<file path="config.mk">
export PLATFORM = sky130hd
export DESIGN_NAME = sha256_byte_stream_hasher_top
export DESIGN_NICKNAME = d
export VERILOG_FILES = /design/src/hw/rtl/sha_pkg.sv /design/src/hw/rtl/sha_buf.sv /design/src/hw/rtl/sha_core.sv /design/src/hw/rtl/sha256_byte_stream_hasher_top.sv
export SDC_FILE = /design/constraint.sdc
export NUM_CORES = 2
export LEC_CHECK = 0
export ABC_CLOCK_PERIOD_IN_PS = 10100
export BUFFER_PORTS_ARGS = -buffer_cell sky130_fd_sc_hd__buf_4
export CAP_MARGIN = 20
export CORE_UTILIZATION = 37
export DETAILED_ROUTE_END_ITERATION = 6
export PLACE_DENSITY = 0.64
export SLEW_MARGIN = 20
export SYNTH_ARGS = -nofsm -noshare
export SYNTH_HDL_FRONTEND = slang
export SYNTH_HIERARCHICAL = 1
export SYNTH_SLANG_ARGS = --single-unit
</file>
<file path="constraint.sdc">
create_clock -name clk -period 10.1 [get_ports clk]
set_input_delay 1.515 -clock clk [delete_from_list [all_inputs] [get_ports clk]]
set_output_delay 1.515 -clock clk [all_outputs]
set_load 0.03 [all_outputs]
</file>
<file path="src/hw/rtl/sha_pkg.sv">
// SHA-256 byte-stream hasher: shared types, constants and round functions.
// Depends on nothing; used by every module under hw/rtl.
package sha_pkg;

	localparam int unsigned BLOCK_BYTES = 64;
	localparam int unsigned WORDS_PER_BLOCK = 16;
	localparam int unsigned ROUNDS = 64;
	localparam int unsigned LEN_OFFSET = 56;
	localparam logic [7:0] PAD_BYTE = 8'h80;

	typedef struct packed {
		logic [7:0] data_byte;
		logic       byte_present;
		logic       end_of_message;
	} in_beat_t;

	typedef struct packed {
		logic [31:0] digest_word_0;
		logic [31:0] digest_word_1;
		logic [31:0] digest_word_2;
		logic [31:0] digest_word_3;
		logic [31:0] digest_word_4;
		logic [31:0] digest_word_5;
		logic [31:0] digest_word_6;
		logic [31:0] digest_word_7;
	} out_beat_t;

	// Start/init and busy/done between the control FSM and the compression core
	typedef struct packed {
		logic start;
		logic init_chain;
	} core_cmd_t;

	typedef struct packed {
		logic busy;
		logic done;
	} core_sts_t;

	function automatic logic [31:0] init_hash(input logic [2:0] idx);
		logic [31:0] v;
		case (idx)
			3'd0: v = 32'h6a09e667;
			3'd1: v = 32'hbb67ae85;
			3'd2: v = 32'h3c6ef372;
			3'd3: v = 32'ha54ff53a;
			3'd4: v = 32'h510e527f;
			3'd5: v = 32'h9b05688c;
			3'd6: v = 32'h1f83d9ab;
			default: v = 32'h5be0cd19;
		endcase
		return v;
	endfunction

	function automatic logic [31:0] round_k(input logic [5:0] r);
		logic [31:0] k [64];
		k = '{
			32'h428a2f98,32'h71374491,32'hb5c0fbcf,32'he9b5dba5,32'h3956c25b,32'h59f111f1,
			32'h923f82a4,32'hab1c5ed5,32'hd807aa98,32'h12835b01,32'h243185be,32'h550c7dc3,
			32'h72be5d74,32'h80deb1fe,32'h9bdc06a7,32'hc19bf174,32'he49b69c1,32'hefbe4786,
			32'h0fc19dc6,32'h240ca1cc,32'h2de92c6f,32'h4a7484aa,32'h5cb0a9dc,32'h76f988da,
			32'h983e5152,32'ha831c66d,32'hb00327c8,32'hbf597fc7,32'hc6e00bf3,32'hd5a79147,
			32'h06ca6351,32'h14292967,32'h27b70a85,32'h2e1b2138,32'h4d2c6dfc,32'h53380d13,
			32'h650a7354,32'h766a0abb,32'h81c2c92e,32'h92722c85,32'ha2bfe8a1,32'ha81a664b,
			32'hc24b8b70,32'hc76c51a3,32'hd192e819,32'hd6990624,32'hf40e3585,32'h106aa070,
			32'h19a4c116,32'h1e376c08,32'h2748774c,32'h34b0bcb5,32'h391c0cb3,32'h4ed8aa4a,
			32'h5b9cca4f,32'h682e6ff3,32'h748f82ee,32'h78a5636f,32'h84c87814,32'h8cc70208,
			32'h90befffa,32'ha4506ceb,32'hbef9a3f7,32'hc67178f2};
		return k[r];
	endfunction

	function automatic logic [31:0] rotr(input logic [31:0] x, input int unsigned n);
		return (x >> n) | (x << (32 - n));
	endfunction

	function automatic logic [31:0] ssig0(input logic [31:0] x);
		return rotr(x, 7) ^ rotr(x, 18) ^ (x >> 3);
	endfunction

	function automatic logic [31:0] ssig1(input logic [31:0] x);
		return rotr(x, 17) ^ rotr(x, 19) ^ (x >> 10);
	endfunction

	function automatic logic [31:0] bsig0(input logic [31:0] x);
		return rotr(x, 2) ^ rotr(x, 13) ^ rotr(x, 22);
	endfunction

	function automatic logic [31:0] bsig1(input logic [31:0] x);
		return rotr(x, 6) ^ rotr(x, 11) ^ rotr(x, 25);
	endfunction

endpackage

</file>
<file path="src/hw/rtl/sha_buf.sv">
// Block buffer: 64-byte memory, one byte write port, one 32-bit word read port.
// Depends on sha_pkg.
module sha_buf
	import sha_pkg::*;
(
	input  logic        clk,
	input  logic        wr_en,
	input  logic [5:0]  wr_addr,
	input  logic [7:0]  wr_data,
	input  logic [3:0]  rd_word,
	output logic [31:0] rd_data
);

	// sixteen big-endian words; byte 0 of a word sits in bits 31..24
	logic [31:0] mem_q [WORDS_PER_BLOCK];

	// byte write into its lane of the addressed word
	always_ff @(posedge clk) begin
		if (wr_en) begin
			mem_q[wr_addr[5:2]][{~wr_addr[1:0], 3'b000} +: 8] <= wr_data;
		end
	end

	// registered word read
	always_ff @(posedge clk) begin
		rd_data <= mem_q[rd_word];
	end

endmodule

</file>
<file path="src/hw/rtl/sha_core.sv">
// Compression core: reads block words from the buffer, expands the schedule in
// a 16-word window, runs one round per cycle, adds into the chaining state.
// Depends on sha_pkg.
module sha_core
	import sha_pkg::*;
(
	input  logic        clk,
	input  logic        arst_n,
	input  core_cmd_t   cmd,
	output core_sts_t   sts,
	output logic [3:0]  rd_word,
	input  logic [31:0] rd_data,
	output logic [31:0] chain [8]
);

	typedef enum logic [3:0] {
		C_IDLE  = 4'b0001,
		C_LOAD  = 4'b0010,
		C_ROUND = 4'b0100,
		C_ADD   = 4'b1000
	} cstate_t;

	cstate_t     state_q;
	logic [6:0]  cnt_q;
	logic [31:0] w_q [16];
	logic [31:0] v_q [8];
	logic [31:0] h_q [8];
	logic [31:0] w_cur, w_new, t1, t2;

	// address the buffer word fetched during the load sweep
	assign rd_word = cnt_q[3:0];

	// word used this round: from the buffer for the first sixteen, else schedule
	assign w_new = w_q[0] + ssig0(w_q[1]) + w_q[9] + ssig1(w_q[14]);
	assign w_cur = (cnt_q < 7'd16) ? w_q[cnt_q[3:0]] : w_new;
	assign t1 = v_q[7] + bsig1(v_q[4]) + ((v_q[4] & v_q[5]) ^ (~v_q[4] & v_q[6]))
		+ round_k(cnt_q[5:0]) + w_cur;
	assign t2 = bsig0(v_q[0]) + ((v_q[0] & v_q[1]) ^ (v_q[0] & v_q[2]) ^ (v_q[1] & v_q[2]));

	// control
	always_ff @(posedge clk or negedge arst_n) begin
		if (!arst_n) begin
			state_q <= C_IDLE;
			cnt_q   <= '0;
		end else begin
			case (state_q)
				C_IDLE: if (cmd.start) begin
					state_q <= C_LOAD;
					cnt_q   <= '0;
				end
				C_LOAD: begin
					// the buffer read is registered: run to 16
					if (cnt_q == 7'd16) begin
						state_q <= C_ROUND;
						cnt_q   <= '0;
					end else begin
						cnt_q <= cnt_q + 7'd1;
					end
				end
				C_ROUND: begin
					if (cnt_q == 7'(ROUNDS - 1)) begin
						state_q <= C_ADD;
					end
					cnt_q <= cnt_q + 7'd1;
				end
				C_ADD: state_q <= C_IDLE;
				default: state_q <= C_IDLE;
			endcase
		end
	end

	// chaining state
	always_ff @(posedge clk or negedge arst_n) begin
		if (!arst_n) begin
			for (int i = 0; i < 8; i++) h_q[i] <= init_hash(3'(i));
		end else if (state_q == C_ADD) begin
			for (int i = 0; i < 8; i++) h_q[i] <= h_q[i] + v_q[i];
		end else if (state_q == C_IDLE && cmd.init_chain) begin
			for (int i = 0; i < 8; i++) h_q[i] <= init_hash(3'(i));
		end
	end

	// working variables and schedule window
	always_ff @(posedge clk) begin
		if (state_q == C_LOAD) begin
			if (cnt_q != 7'd0) w_q[cnt_q[3:0] - 4'd1] <= rd_data;
			for (int i = 0; i < 8; i++) v_q[i] <= h_q[i];
		end else if (state_q == C_ROUND) begin
			if (cnt_q >= 7'd16) begin
				for (int i = 0; i < 15; i++) w_q[i] <= w_q[i + 1];
				w_q[15] <= w_new;
			end else if (cnt_q == 7'd15) begin
				// window already holds words 0..15 in place
				w_q <= w_q;
			end
			v_q[7] <= v_q[6];
			v_q[6] <= v_q[5];
			v_q[5] <= v_q[4];
			v_q[4] <= v_q[3] + t1;
			v_q[3] <= v_q[2];
			v_q[2] <= v_q[1];
			v_q[1] <= v_q[0];
			v_q[0] <= t1 + t2;
		end
	end

	assign chain    = h_q;
	assign sts.busy = (state_q != C_IDLE);
	assign sts.done = (state_q == C_ADD);

`ifndef NO_ASSERTIONS
	// a start is only issued while idle
	a_start_idle: assert property (@(posedge clk) disable iff (!arst_n)
		cmd.start |-> state_q == C_IDLE) else $error("start while busy");
	// the add step always follows the last round
	a_add_after: assert property (@(posedge clk) disable iff (!arst_n)
		state_q == C_ADD |-> $past(state_q) == C_ROUND) else $error("bad add");
	// done is a single-cycle pulse
	a_done_pulse: assert property (@(posedge clk) disable iff (!arst_n)
		sts.done |=> !sts.done) else $error("done held");
`endif

endmodule

</file>
<file path="src/hw/rtl/sha256_byte_stream_hasher_top.sv">
// SHA-256 byte-stream hasher top level: handshake, padding sequencer, counters.
// Depends on sha_pkg, sha_buf and sha_core.
//
// One input beat carries one message byte, an end mark, or both. A byte that
// does not complete a block is written in S_WRITE before the next beat is
// taken. A byte that fills the block starts a compression: a start, a buffer
// load, 64 rounds at one round per cycle, and an add, in that order. An end
// beat writes the padding one byte per cycle through the single buffer write
// port, runs one or two compressions, and then presents the digest straight
// from the chaining registers; the next input beat is taken once the digest
// has left.
module sha256_byte_stream_hasher_top
	import sha_pkg::*;
(
	input  logic      clk,
	input  logic      arst_n,
	input  logic      in_valid,
	output logic      in_stall,
	input  in_beat_t  in_data,
	output logic      out_valid,
	input  logic      out_stall,
	output out_beat_t out_data
);

	typedef enum logic [6:0] {
		S_IDLE  = 7'b0000001,
		S_WRITE = 7'b0000010,
		S_PAD   = 7'b0000100,
		S_COMP  = 7'b0001000,
		S_WAIT  = 7'b0010000,
		S_OUT   = 7'b0100000,
		S_LEN   = 7'b1000000
	} state_t;

	state_t      state_q;
	logic [5:0]  fill_q;
	logic [63:0] bits_q;
	logic        fin_q;
	logic        byte_q;
	logic [7:0]  data_q;
	logic        last_q;
	logic [2:0]  len_q;
	core_cmd_t   cmd;
	core_sts_t   sts;
	logic [3:0]  rd_word;
	logic [31:0] rd_data;
	logic [31:0] chain [8];
	logic        wr_en;
	logic [5:0]  wr_addr;
	logic [7:0]  wr_data;
	logic        accept;

	assign accept   = in_valid && !in_stall;
	assign in_stall = (state_q != S_IDLE);

	// buffer write port: message byte, pad byte or zero, length byte
	always_comb begin
		wr_en   = 1'b0;
		wr_addr = fill_q;
		wr_data = data_q;
		case (state_q)
			S_WRITE: wr_en = byte_q;
			S_PAD: begin
				wr_en   = 1'b1;
				wr_data = last_q ? 8'h00 : PAD_BYTE;
			end
			S_LEN: begin
				wr_en   = 1'b1;
				wr_addr = {3'b111, len_q};
				wr_data = bits_q[8 * (7 - len_q) +: 8];
			end
			default: wr_en = 1'b0;
		endcase
	end

	assign cmd.start      = (state_q == S_COMP);
	assign cmd.init_chain = (state_q == S_OUT) && !out_stall;

	// sequencer; last_q marks that the 0x80 has been written
	always_ff @(posedge clk or negedge arst_n) begin
		if (!arst_n) begin
			state_q <= S_IDLE;
			fill_q  <= '0;
			bits_q  <= '0;
			fin_q   <= 1'b0;
			byte_q  <= 1'b0;
			data_q  <= '0;
			last_q  <= 1'b0;
			len_q   <= '0;
			out_valid <= 1'b0;
		end else begin
			case (state_q)
				S_IDLE: if (accept) begin
					byte_q  <= in_data.byte_present;
					fin_q   <= in_data.end_of_message;
					data_q  <= in_data.data_byte;
					last_q  <= 1'b0;
					if (in_data.byte_present || in_data.end_of_message) state_q <= S_WRITE;
				end
				S_WRITE: begin
					if (byte_q) begin
						fill_q <= fill_q + 6'd1;
						bits_q <= bits_q + 64'd8;
					end
					if (byte_q && fill_q == 6'd63) state_q <= S_COMP;
					else if (fin_q) state_q <= S_PAD;
					else state_q <= S_IDLE;
				end
				S_PAD: begin
					last_q <= 1'b1;
					fill_q <= fill_q + 6'd1;
					if (fill_q == 6'd63) begin
						state_q <= S_COMP;
					end else if (fill_q == 6'(LEN_OFFSET - 1)) begin
						len_q   <= '0;
						state_q <= S_LEN;
					end
				end
				// len_q holds at 7 to mark the final compression
				S_LEN: begin
					if (len_q == 3'd7) begin
						fill_q  <= '0;
						state_q <= S_COMP;
					end else begin
						len_q <= len_q + 3'd1;
					end
				end
				S_COMP: state_q <= S_WAIT;
				S_WAIT: if (sts.done) begin
					if (!fin_q) state_q <= S_IDLE;
					else if (len_q == 3'd7) begin
						state_q   <= S_OUT;
						out_valid <= 1'b1;
					end else state_q <= S_PAD;
				end
				S_OUT: if (!out_stall) begin
					out_valid <= 1'b0;
					state_q   <= S_IDLE;
					fill_q    <= '0;
					bits_q    <= '0;
					len_q     <= '0;
				end
				default: state_q <= S_IDLE;
			endcase
		end
	end

	// digest: chaining registers hold still while the core idles in S_OUT
	assign out_data = {chain[0], chain[1], chain[2], chain[3],
		chain[4], chain[5], chain[6], chain[7]};

	sha_buf u_buf (
		.clk     (clk),
		.wr_en   (wr_en),
		.wr_addr (wr_addr),
		.wr_data (wr_data),
		.rd_word (rd_word),
		.rd_data (rd_data)
	);

	sha_core u_core (
		.clk     (clk),
		.arst_n  (arst_n),
		.cmd     (cmd),
		.sts     (sts),
		.rd_word (rd_word),
		.rd_data (rd_data),
		.chain   (chain)
	);

`ifndef NO_ASSERTIONS
	// no input beat is taken while a compression runs
	a_no_accept_busy: assert property (@(posedge clk) disable iff (!arst_n)
		sts.busy |-> !accept) else $error("accept during compression");
	// the buffer is never written while the core reads it
	a_no_write_busy: assert property (@(posedge clk) disable iff (!arst_n)
		sts.busy |-> !wr_en) else $error("buffer write during compression");
	// a digest only appears after the length bytes were written
	a_out_after_len: assert property (@(posedge clk) disable iff (!arst_n)
		$rose(out_valid) |-> len_q == 3'd7) else $error("digest without length");
`endif

endmodule
</file>
=== Yosys cells after proc, flatten, opt, wreduce, memory -nomap -nowiden ===
Memories as Yosys holds them, arrays and structs flattened. A register that Yosys moved wholly into a read port is not among the register bits.
Cells that the tools add are included.
Widths: inputs -> output; s select.

* Input bits: 14
* Bits in writable memories: 768
* Memory bits (read-only): 2048
* Flip-flop bits (word level): 871
* Memories kept: 3

* Mux-type cells: 72
* Equal/unequal tests: 33
* Shifts and indexed selects: 3
* $add $sub $neg: 25
* Reduce and logical (&&, ||, !) cells: 29
* $lt $le $gt $ge: 6
* Bitwise logic cells: 39

{| class="wikitable"
|+ Memories
! name !! words !! width !! rd ports !! clocked after Yosys merged registers in !! wr ports !! RTL line !! RTL
|-
| (name not given) || 64 || 32 || 1 || 0 || 0 || sha_pkg.sv:68 || <nowiki>return k[r];</nowiki>
|-
| u_buf.mem_q || 16 || 32 || 1 || 1 || 1 || sha_buf.sv:15 || <nowiki>logic [31:0] mem_q [WORDS_PER_BLOCK];</nowiki>
|-
| u_core.v_q || 8 || 32 || 8 || 0 || 8 || sha_core.sv:26 || <nowiki>logic [31:0] v_q [8];</nowiki>
|}

{| class="wikitable"
|+ Operator list
! operator !! number
|-
| $mux 512 || 4
|-
| $add 32x32->32 || 18
|-
| $bwmux 512 || 1
|-
| $mux 256 || 2
|-
| $mux 32 || 15
|-
| $xor 32x32->32 || 9
|-
| $and 32x32->32 || 5
|-
| $bmux 32 s4 || 1
|-
| $demux 32 s4 || 1
|-
| $mux 64 || 2
|-
| $pmux 64 s2 || 1
|-
| $add 64x4->64 const B || 1
|-
| $shiftx 64x33->8 || 1
|-
| $mux 7 || 9
|-
| $pmux 7 s7 || 1
|-
| $mux 6 || 6
|-
| $not 32->32 || 1
|-
| $or 10x32->32 || 1
|-
| $or 13x32->32 || 1
|-
| $or 14x32->32 || 1
|-
| $or 15x32->32 || 1
|-
| $or 19x32->32 || 1
|-
| $or 21x32->32 || 1
|-
| $or 25x32->32 || 1
|-
| other kinds (62) || 122
|}

=== Longest topological paths before layout ===
* Depth after elaboration: 10
* Mapped depth: 47

=== Hierarchy ===
Netlist, hierarchy kept.

{| class="wikitable"
|+ By module, submodules not included
! module !! cells each !! times used !! area an instance (um2)
|-
| sha_core || 7636 || 1 || 72771.0
|-
| sha_buf || 952 || 1 || 20400.8
|-
| sha256_byte_stream_hasher_top || 597 || 1 || 5696.7
|}

=== Least setup slack after synthesis ===
No wires, ideal clock.

* Kind: reg-to-reg
* Start: reg u_core/w_q[456] (netlist bit)
* End: mem u_core.v_q[0][31] (data pin)
* Required time: 9833 ps
* Slack: 687 ps
* Buffers on the path: 0
* Stages on the path, launching flop included: 46
* Data arrival time: 9146 ps
* Cell sequence: edfxtp_1 xnor2_1 xnor2_1 fa_1 inv_1 fa_1 inv_1 ha_1 inv_1 fa_1 nor2b_1 o31a_1 o211ai_1 nand2_1 a21boi_0 xnor2_1 o21ai_0 fa_1 [... 10 more ...] nand2_1 a21o_1 a21o_1 xor2_1 inv_1 fa_1 inv_1 ha_1 a21o_1 a21oi_1 nand3b_1 a21oi_1 o31ai_1 a221o_1 a21oi_1 xnor2_1 xnor2_1 o21ai_0

{| class="wikitable"
|+ RTL lines
! element !! RTL line !! RTL
|-
| from (decl) || sha_core.sv:25 || <nowiki>logic [31:0] w_q [16];</nowiki>
|-
| from (signal, indexed assignment) || sha_core.sv:86 || <nowiki>if (cnt_q != 7'd0) w_q[cnt_q[3:0] - 4'd1] <= rd_data;</nowiki>
|-
| from (signal assigned) || sha_core.sv:94 || <nowiki>w_q <= w_q;</nowiki>
|-
| to (decl) || sha_core.sv:26 ||
|}

==> metrics <==
status=complete, but fails checks; failing checks=DRC; peak supply drop=roughly 0.14 mV; Setup CP Type=flip-flop to flip-flop; Seq/Total Area, Yosys=0.487; vias per cell=between 5 and 6; Setup crit end kind=flip-flop; RSZ-0062 raised after global routing=true; Hold Path End=last_q; Post-DP HPWL=265000 um; Setup Viol. Count Final=0; clk sinks=approximately 1700; PnR worst setup slack=around 0.047 ns; Crit-path slowest cell=fa_1; worst skew pair latency=0.91 ns; share of the synthesized area in the top cell type=0.389; skew final=between 0.1 and 0.15 ns; Worst-path clk slew=0.06 ns; HP Class=flip-flop to flip-flop; final hold vios=0; commonest non-fill, non-tap cell in the layout=nand2_1; max incr delay on CP=0.50 ns; Max Used Layer=met5; Highest Clock Rate=between 90 and 100 MHz; Syn Inst Count=just over 9000; Reg2Reg Capture Point=u_core/v_q[0][31]; WL met2=roughly 160000 um; Clock Tree Buf Depth=4; met1 WL=roughly 150000 um; Yosys cell types=99; Tightest Pin Transition=between 1 and 1.5 ns; Tcrit/Tclk final=0.995; required time worst endpoint=between 10 and 15 ns; Starting Density=0.373; Leak=45.2 nW; Slew headroom=0.203; r2r worst-path depth=43; WL/cell=27.6 um; Area Overhead vs Synth=17.0%; largest fanout on the critical path=4; Worst Setup SP=u_core/w_q[456]; Setup WS pre-CTS=-0.791 ns; core area=265000 um2; drt pass-1 iters=7; Routability Congestion=~1; DIE HEIGHT=roughly 520 um; Post-Syn Area=98900 um2; share of cells above drive strength 1=0.188; startpoint types=flip-flop; synthesized flop and latch total=1668; I/O pins=around 270; Synth area leaders=edfxtp_1 39%, mux4_2 6.4%, nand2_1 6.4%; hold path start=last_q; drt initial violations=roughly 9300; max cap viols=0; critical path arrival=approximately 11 ns; RR Startpoint=u_core/w_q[456]; drt drc=26; H-tree Lvls=4; Ys Warns=6; PortBufs=271; Final Max Tran Viols=0; vias in the first global route=between 70000 and 80000; Post-synth EDFFs=between 1000 and 1500; first-pass GRT wire length=534000 um; Final Critical Period=10.05 ns; slack of the worst reg-to-reg path=0.05 ns; pin count of the biggest net entering global routing=about 180; Rows=between 150 and 200; Die Wd=519 um; CP most frequent cell=fa_1; Avg Cell Area, Syn=10.8 um2; Synth area leader=edfxtp_1; initial antenna violation count=10; via count=78900; CTS tree=built; asr flop ratio synth=0.213; Top FF cell, synth=edfxtp_1; nets=10300; die area=around 270000 um2; Total GRT Usage=0.269; Tot Pwr=around 15 mW; final wirelength=371000 um; syn nets=roughly 9800; most frequent cells in the layout=1671 x nand2_1, 1280 x edfxtp_1, 976 x a21oi_1, 855 x buf_4, 423 x nor2_1; GRT overflow=0; hold path depth=1; Pwr Density=127 nW/um2; CTS buffer count=~200; DRT antenna net count=0; CTS Root Cell=clkbuf_16; Met3 Wirelength=between 30000 and 40000 um
## metal layers
| metal | GRT usage | vias to the layer above |
|---|---|---|
| li1 | - | 34400 |
| met4 | 0.128 | 12 |
| met1 | 0.364 | 39700 |
| met5 | 0 | - |
| met3 | 0.0530 | 750 |
| met2 | 0.411 | 4101 |
## how the worst max path moves through the flow
stage / depth (start not counted) / slack (ns) / to
floorplan: 45 / 0.69 / u_core/v_q[0][31]
global placement: 49 / -0.71 / u_core/v_q[0][31]
detailed placement: 49 / -0.79 / u_core/v_q[0][31]
CTS: 49 / -0.01 / u_core/v_q[0][31]
global route: 47 / -0.34 / u_core/v_q[0][31]
finish: 43 / 0.05 / u_core/v_q[0][31]
## flip-flops by register name, indices dropped and copies added (netlist names), 7 cells and up
name	cells
data_q	8
u_core/w_q	512
u_buf/mem_q	512
u_core/v_q	256
u_core/cnt_q	7
bits_q	61
u_core/chain	256
state_q	7
u_buf/rd_data	32
## through the flow
stage	instance area (um2)	instances	hold slack [ns]	setup TNS, ns	util
floorplan	98900	9185	0.450	0	-
global placement	108000	13000	0.462	-5.65	0.407
detailed placement	108000	13000	0.467	-7.16	0.407
CTS	115000	13400	0.481	-0.0111	0.434
global route	116000	13400	0.510	-1.89	0.436
finish	116000	13400	0.477	0	0.436
## cells in the mapped netlist (42+ instances only)
| cell | instances |
|---|---|
| dfstp_2 | 138 |
| a211oi_1 | 46 |
| nor2b_1 | 57 |
| nand2b_1 | 61 |
| a21o_1 | 191 |
| buf_1 | 56 |
| fa_1 | 195 |
| o31ai_1 | 59 |
| a21oi_1 | 1021 |
| o21ai_0 | 445 |
| nand4_1 | 44 |
| mux4_2 | 281 |
| o21bai_1 | 53 |
| nor3_1 | 80 |
| nand2_1 | 1675 |
| edfxtp_1 | 1280 |
| xor2_1 | 220 |
| ha_1 | 409 |
| o22ai_1 | 42 |
| xnor2_1 | 382 |
| nor2_1 | 444 |
| inv_1 | 369 |
| a22oi_1 | 69 |
| o21a_1 | 66 |
| dfrtp_1 | 218 |
| and2_1 | 48 |
| clkbuf_1 | 429 |
| mux2_2 | 44 |
| nand3_1 | 140 |
| and3_1 | 62 |
## power by group
| part | internal (mW) | total [mW] | switching (mW) |
|---|---|---|---|
| Combinational | 0.00622 | 0.0399 | 0.0336 |
| Sequential | 7.31 | 7.31 | 0.000656 |
| Clock | 4.28 | 7.32 | 3.04 |
## worst max-delay path, delay by kind of cell (launching register included)
family                   cells  cell delay [ns]
adder cells (fa/ha/maj)      9             3.71
AO/OA/AOI/OAI               15             3.01
buffers and inverters       10             1.01
XOR/XNOR                     6             0.93
AND/OR/NAND/NOR              3             0.62
flip-flops                   1             0.47
## cell families after synthesis
| family | count (synthesis) | share of synthesized area |
|---|---|---|
| mux | 353 | 0.0720 |
| simple gates | 2771 | 0.121 |
| flops | 1668 | 0.487 |
| fa+ha+maj | 608 | 0.0916 |
| buf+inv | 898 | 0.0353 |
| compound gates | 2285 | 0.139 |
| xor+xnor | 602 | 0.0533 |
## what timing repair did
item	4_1_cts	5_1_grt
gates resized for setup	86	89
hold buffers	0	0
cloned	0	0
setup endpoints to repair	22	24
pin swaps	55	76
buffers inserted	21	8
## cell type report
| type | instances | area [um2] |
|---|---|---|
| antenna | 4 | 10.0 |
| clock buffer | 249 | 5290 |
| clock inverter | 111 | 1230 |
| fill | 24800 | 150000 |
| inverter | 372 | 1400 |
| multi-input combinational | 6619 | 48500 |
| sequential | 1668 | 48200 |
| tap | 3533 | 4420 |
| timing repair buffer | 871 | 6710 |
Note: power is estimated with default switching activity, not from simulation.
